==> config.mk <==
export PLATFORM = sky130hd
export DESIGN_NAME = qte_fifo
export DESIGN_NICKNAME = d
export VERILOG_FILES = /design/src/rtl/qte_pkg.sv /design/src/rtl/qte_fifo.sv
export SDC_FILE = /design/constraint.sdc
export NUM_CORES = 2
export LEC_CHECK = 0
export ABC_AREA = 1
export CORE_MARGIN = 5
export CORE_UTILIZATION = 53
export DETAILED_ROUTE_END_ITERATION = 16
export DONT_BUFFER_PORTS = 1
export GPL_TIMING_DRIVEN = 0
export PLACE_DENSITY = 0.68
export SLEW_MARGIN = 20
export SYNTH_ARGS = -nofsm -noshare
export SYNTH_HDL_FRONTEND = slang
export SYNTH_SLANG_ARGS = --single-unit
==> constraint.sdc <==
create_clock -name clk_i -period 14.7 [get_ports clk_i]
set_input_delay 1.47 -clock clk_i [delete_from_list [all_inputs] [get_ports clk_i]]
set_output_delay 1.47 -clock clk_i [all_outputs]
set_load 0.005 [all_outputs]
==> src/rtl/qte_pkg.sv <==
package qte_pkg;

  // Component, angle and iteration widths.
  localparam int CompW        = 16;
  localparam int AngleW       = 16;
  localparam int CordicStages = 16;

  // Components wider than 16 bits are cut down to 16 bits first.
  localparam int KeepShift = (CompW > 16) ? CompW - 16 : 0;
  localparam int RedW      = CompW - KeepShift;
  localparam int ProdW     = 2 * RedW;
  localparam int DotW      = ProdW + 1;
  localparam int NumW      = DotW;

  // Ratio terms are Q.28; the quotient never reaches 2^30.
  localparam int FracBits = 28;
  localparam int QuotW    = FracBits + 2;
  localparam int NumDivW  = DotW + FracBits + 1;
  localparam int TermW    = 32;

  // Square root of a Q.56 sum gives a Q.28 magnitude.
  localparam int RootW = FracBits + 1;
  localparam int SqW   = 2 * RootW;

  // CORDIC datapath and angle accumulator (2^32 units per turn).
  localparam int CordW = TermW + 2;
  localparam int ZW    = 32;

  // The threshold 1e-5 on the Q.28 grid.
  localparam int LockLimit = 2684;

  // Divider lanes.
  localparam int NumLanes = 7;
  localparam int LaneT1   = 0;
  localparam int LaneT2   = 1;
  localparam int LaneT5   = 2;
  localparam int LaneYN   = 3;
  localparam int LaneXN   = 4;
  localparam int LaneYL   = 5;
  localparam int LaneXL   = 6;

  // Queue between front and back.
  localparam int FifoPtrW    = 3;
  localparam int FifoDepth   = 1 << FifoPtrW;
  localparam int CntW        = FifoPtrW + 1;
  localparam int FrontStages = 3;

  // Pipeline latencies.
  localparam int DivLat   = QuotW + 2;
  localparam int CorLat   = CordicStages + 2;
  localparam int BackLat  = DivLat + 3 + RootW + 1 + CorLat + 1;
  localparam int TotalLat = FrontStages + 1 + BackLat;

  // Delay line that lines the terms up with the square root.
  localparam int DlDepth = RootW + 3;

  typedef logic signed [RedW-1:0]    comp_t;
  typedef logic signed [ProdW-1:0]   prod_t;
  typedef logic [DotW-1:0]           dot_t;
  typedef logic signed [NumW-1:0]    num_t;
  typedef logic [NumDivW-1:0]        numer_t;
  typedef logic [QuotW-1:0]          quo_t;
  typedef logic signed [TermW-1:0]   term_t;
  typedef logic [SqW-1:0]            sq_t;
  typedef logic [RootW-1:0]          root_t;
  typedef logic signed [CordW-1:0]   cord_t;
  typedef logic [ZW-1:0]             ang_t;
  typedef logic [AngleW-1:0]         angle_t;
  typedef logic [FifoPtrW-1:0]       ptr_t;
  typedef logic [CntW-1:0]           cnt_t;

  localparam term_t OneQ        = term_t'(64'd1 << FracBits);
  localparam ang_t  HalfTurn    = 32'h8000_0000;
  localparam ang_t  QuarterTurn = 32'h4000_0000;
  localparam ang_t  RoundAdd    = (32'd1 << (ZW - AngleW)) >> 1;

  // Rounded atan(2^-i) at 2^32 units per turn.
  localparam ang_t AtanTable [32] = '{
    32'd536870912, 32'd316933406, 32'd167458907, 32'd85004756,
    32'd42667331,  32'd21354465,  32'd10679838,  32'd5340245,
    32'd2670163,   32'd1335087,   32'd667544,    32'd333772,
    32'd166886,    32'd83443,     32'd41722,     32'd20861,
    32'd10430,     32'd5215,      32'd2608,      32'd1304,
    32'd652,       32'd326,       32'd163,       32'd81,
    32'd41,        32'd20,        32'd10,        32'd5,
    32'd3,         32'd1,         32'd1,         32'd0
  };

  // One beat between front and back: the dot product and the numerators.
  typedef struct packed {
    dot_t                        dot;
    logic [NumLanes-1:0][NumW-1:0] num;
  } qte_item_t;

  // Terms carried alongside the square root.
  typedef struct packed {
    term_t t1;
    term_t t2;
    term_t t5;
    term_t yn;
    term_t xn;
    term_t yl;
    term_t xl;
  } qte_terms_t;

endpackage

==> src/rtl/qte_fifo.sv <==
module qte_fifo (
  input  logic               clk_i,
  input  logic               rst_ni,
  input  logic               push_i,
  input  qte_pkg::qte_item_t item_i,
  input  logic               pop_i,
  output logic               valid_o,
  output qte_pkg::qte_item_t item_o,
  output logic               busy_o
);

  qte_pkg::qte_item_t mem_q [qte_pkg::FifoDepth];
  qte_pkg::ptr_t      wr_q, rd_q;
  qte_pkg::cnt_t      cnt_q;

  // Pointers and fill count.
  always_ff @(posedge clk_i or negedge rst_ni) begin
    if (!rst_ni) begin
      wr_q  <= '0;
      rd_q  <= '0;
      cnt_q <= '0;
    end else begin
      if (push_i) begin
        wr_q <= wr_q + 1'b1;
      end
      if (pop_i) begin
        rd_q <= rd_q + 1'b1;
      end
      cnt_q <= cnt_q + qte_pkg::cnt_t'(push_i) - qte_pkg::cnt_t'(pop_i);
    end
  end

  // Storage.
  always_ff @(posedge clk_i) begin
    if (push_i) begin
      mem_q[wr_q] <= item_i;
    end
  end

  assign valid_o = (cnt_q != '0);
  assign item_o  = mem_q[rd_q];
  // Leave room for every beat still inside the front.
  assign busy_o  = (cnt_q >= qte_pkg::cnt_t'(qte_pkg::FifoDepth - qte_pkg::FrontStages));

  a_no_overflow: assert property (@(posedge clk_i) disable iff (!rst_ni)
    push_i && !pop_i |-> cnt_q < qte_pkg::cnt_t'(qte_pkg::FifoDepth))
    else $error("queue written while full");

  a_no_underflow: assert property (@(posedge clk_i) disable iff (!rst_ni)
    pop_i |-> valid_o)
    else $error("queue read while empty");

endmodule

**Word-level counts from Yosys, hierarchy flattened**

Memories as Yosys holds them, arrays and structs flattened.
Cells that the tools add are included.

- Bits in writable memories: 2112
- Memories: 1
- Bits of input ports: 268
- Register bits: 10
- Output and inout bits: 266
- Logic and storage cells: 12

- Add/subtract/negate cells: 4
- Multiplexer cells: 2
- Reduce and logical (&&, ||, !) cells: 1
- Order comparisons: 1

Memories:

| name | depth | bits a word | read ports | clocked after Yosys merged registers in | write ports | line | RTL |
|---|---|---|---|---|---|---|---|
| mem_q | 8 | 264 | 1 | 0 | 1 | qte_fifo.sv:12 | `qte_pkg::qte_item_t mem_q [qte_pkg::FifoDepth];` |

Operators by type and width:

| kind | count |
|---|---|
| adder 3 x 1 -> 3 bit (second input constant) | 2 |
| adder 4 x 1 -> 4 bit | 1 |
| greater-or-equal comparator 4 x 3 -> 1 bit (second input constant) | 1 |
| nonzero test 4 bit | 1 |
| subtractor 4 x 1 -> 4 bit | 1 |
| two-way mux 1 bit | 2 |

**Logic depth before layout (Yosys ltp)**

- Depth after elaboration: 2
- Gate-level depth with buffers: 10
- Mapped depth without buffers: 7

**Worst setup path before layout**

No wires, ideal clock.

- Kind: input to register
- From: input port push_i
- To: memory mem_q[0][0] in the netlist's numbering, enable pin
- Library setup time: 894 ps
- Data required time: 13806 ps
- Arrival: 12755 ps
- Setup slack: 1052 ps
- Stages: 3
- Buffers on the path: 0
- Path through: inv_1 > or2_2 > nor2_1

- Word-level cells in the longest chain between the ends: 2

Ends and longest elaborated chain:

| element | line | RTL |
|---|---|---|
| start: declaration | qte_fifo.sv:4 | `input logic push_i,` |
| two-way mux 1 bit | qte_fifo.sv:35 | `if (push_i) begin` |
| two-way mux 1 bit (implied by the code) | qte_fifo.sv:36 | `mem_q[wr_q] <= item_i;` |
| end: declaration | qte_fifo.sv:12 |  |

Every way passes these cells.

==> flow_summary.yaml <==
sta:
  fmaxAchievable_mhz: 216
  period_minus_slack_ns: 4.63
  slew-limit-headroom_pct: 37.1
  tightest_slew_ns: 0.943
  setup_viol_count_final: 0
  rsz0062_at_grt: "no"
  min_period_over_period_pct: 31.5
  finalClockSkew_ns: 0.0208
  setup_tns_ns: 0
  hold_viol: 0
  slew_violations: 0
logic_synthesis:
  syn_area_mm2: 0.0926
  synth.ff_latch_count: 2122
  avgSynthCellArea_um2: 10.1
  synth_warnings: 0
  syn_inst: 9192
  ys_seq_area_share_pct: 68.8
  synth_nets: 9469
  synth_cell_types: 20
setup_path:
  required_ns: 13.23
  arrival_ns: 3.16
  crit_path_max_incr_delay_ns: 0.60
  crit_path_top_delay_cell: "buf_2"
  reg2reg_depth: 9
  start_kind: "flop"
  end_kind: "primary output"
  cp_cell_sequence: "buf_6, inv_2, buf_2, buf_2, nand3_1, nand2_1, nand2_1, nand2_1"
  critical_path_class: "reg2out"
  cp_max_fo: 11
  crit_top_cell: "nand2_1"
floorplanning:
  row_count: 153
  ios: 534
  die_y_um: 428
  dieArea_mm2: 0.183
  dieWidth_um: 428
  start_util_pct: 53.3
  placeableCoreArea_mm2: 0.174
power:
  leakage_uw: 0.0482
  pwr-share-clk_pct: 26.4
  p_seq_share_pct: 36.6
  comb_power_share_pct: 37.1
  p_int_uw: 12400
  switching_power_uw: 7900
  p_per_area_mw_per_mm2: 193
  swShare_pct: 38.9
  irDropWorstVdd_uv: 118
  p_total_uw: 20300
final_layout:
  register_area_mm2: 0.0637
  drive_above_1_share_pct: 7.78
  nFillCells: 13700
  layout-area-overhead-vs-synth_pct: 13.9
  utilization_pct: 60.6
  multi_input_area_mm2: 0.0185
  stdcell_area_mm2: 0.105
  final_cells: 12000
  layout.nets: 9814
clock_network:
  cts_max_path_buffers: 3
  tritoncts: "yes"
  clock_latency_ns: 0.86
  hold_buffers: 0
  clkSinkCount: 2122
  htreeDepth: 4
  clkTransAtPathRegs_ns: 0.06
  post_cts_buffers: 0
  post_cts_resized: 0
  cts-root-buf: "clkbuf_16"
  cts_buffers: 216
global_routing:
  grt_pass1_wl_um: 376000
  grt_start_max_net_pins: 25
  antenna_found_initial: 3
  grt_overflow: 0
  track_usage_pct: 27.3
  first_global_vias: 60500
routing:
  drtAntennaViolNets: 0
  vias: 62100
  drt_pass1_iterations: 5
  drt_iter0_markers: 5954
  wl_per_cell_um: 21.1
  drc_errors: 0
  postRouteWirelength_um: 255000
  viasPerCell: 5.15
job:
  cap_violations: 0
placed_design:
  port_buffers: 0
  post-place-cells: 11600
  globalplace.congestion: 0.832
  dp_hpwl_um: 168000
  placed_area_mm2: 0.0985
outcome:
  outcome: "complete, no violations"
hold_path:
  hold_path_class: "in2async"
-- worst max-delay path: cells and delay by family, from the launching register on --
kind	cells	cell delay, ns
buffers and inverters	4	1.37
flip-flops	1	0.39
AND/OR/NAND/NOR	4	0.49
-- worst paths after layout --
path	slack, ns	endpoint	start
hold / removal	0.30	cnt_q[3]	rst_ni
max in group asynchronous	14.32	rd_q[1]	rst_ni
hold reg to reg	0.58	wr_q[2]	wr_q[2]
min in group clk_i	0.58	wr_q[2]	wr_q[2]
setup / recovery	10.07	item_o[120]	rd_q[1]
setup reg to reg	11.45	mem_q[0][94]	wr_q[0]
-- placed cells by master (no fill, tap or decap) --
master	count
a21oi_1	1
buf_1	14
buf_12	71
buf_16	55
buf_2	186
buf_4	67
buf_6	55
buf_8	3
bufinv_16	18
clkbuf_1	128
clkbuf_16	219
clkbuf_2	8
clkinv_1	48
clkinv_16	2
clkinv_2	36
clkinv_4	5
clkinv_8	2
clkinvlp_4	8
dfrtp_1	10
diode_2	5
edfxtp_1	2112
fa_1	1
ha_1	8
inv_1	2127
inv_16	3
inv_2	2
inv_6	6
inv_8	1
nand2_1	3445
nand3_1	1058
nor2_4	8
o21ai_0	3
or2_2	1
xnor2_1	1
xor2_1	4
-- cell type report --
cell class                 instances  area share, %
sequential                      2122           60.4
multi-input combinational       4530           17.6
inverter                        2129           7.58
clock buffer                     268           5.37
timing repair buffer             127           2.80
tap                             2325           2.76
buffer                           411           2.35
clock inverter                   129           1.16
antenna                            5         0.0119
-- state kept, by name (all words and copies together), names as in the netlist --
signal  cells
cnt_q       4
rd_q        3
mem_q    2112
wr_q        3
-- power groups by stage --
stage | combinational (uW) | sequential [uW] | clock, uW
2_1_floorplan | 4460 | 7820 | 0
3_3_place_gp | 7130 | 8140 | 0
3_5_place_dp | 7530 | 7560 | 0
4_1_cts | 7570 | 7430 | 5430
5_1_grt | 8230 | 7470 | 5700
6_report | 7540 | 7430 | 5360
-- metal layers --
layer / up-vias / part of all wire, % / track usage, %
met5: - / 0 / 0
met4: 0 / 6.1 / 14.7
met3: 572 / 8.9 / 6.54
met2: 2684 / 48 / 45.3
met1: 29600 / 37 / 33.0
li1: 29300 / - / -
-- cells in the mapped netlist (all sizes together) --
library cell     n  share of area (%)
or2              1             0.0068
clkbuf          87               0.35
ha               8               0.11
xnor2            1             0.0095
inv           2129                8.6
a21oi            1             0.0054
o21ai            3              0.016
nor2             8              0.032
nand3         1058                5.7
nand2         3445                 14
buf            324                2.3
xor2             4              0.038
dfrtp           10               0.27
fa               1              0.022
edfxtp        2112                 69
-- logic make-up (layout without fill, tap and decap cells) --
group / Yosys count / count (layout) / synth area share (%)
AOI/OAI and AO/OA: 4 / 4 / 0.0216
xor gates and xnor gates: 5 / 5 / 0.0473
adders and majority gates: 9 / 9 / 0.130
buffers and inverters: 2540 / 3064 / 11.3
DFF: 2122 / 2122 / 68.8
other: 0 / 5 / 0
and+or+nand+nor: 4512 / 4512 / 19.7
-- per-stage QoR --
| step | setup WS (ns) | hold slack (ns) |
|---|---|---|
| 3_3_place_gp | -10.08 | 0.511 |
| 3_5_place_dp | 10.42 | 0.540 |
| 2_1_floorplan | 1.05 | 0.490 |
| 5_1_grt | 9.89 | 0.249 |
| 4_1_cts | 9.92 | 0.221 |
| 6_report | 10.07 | 0.298 |
Note: power is estimated with default switching activity, not from simulation.
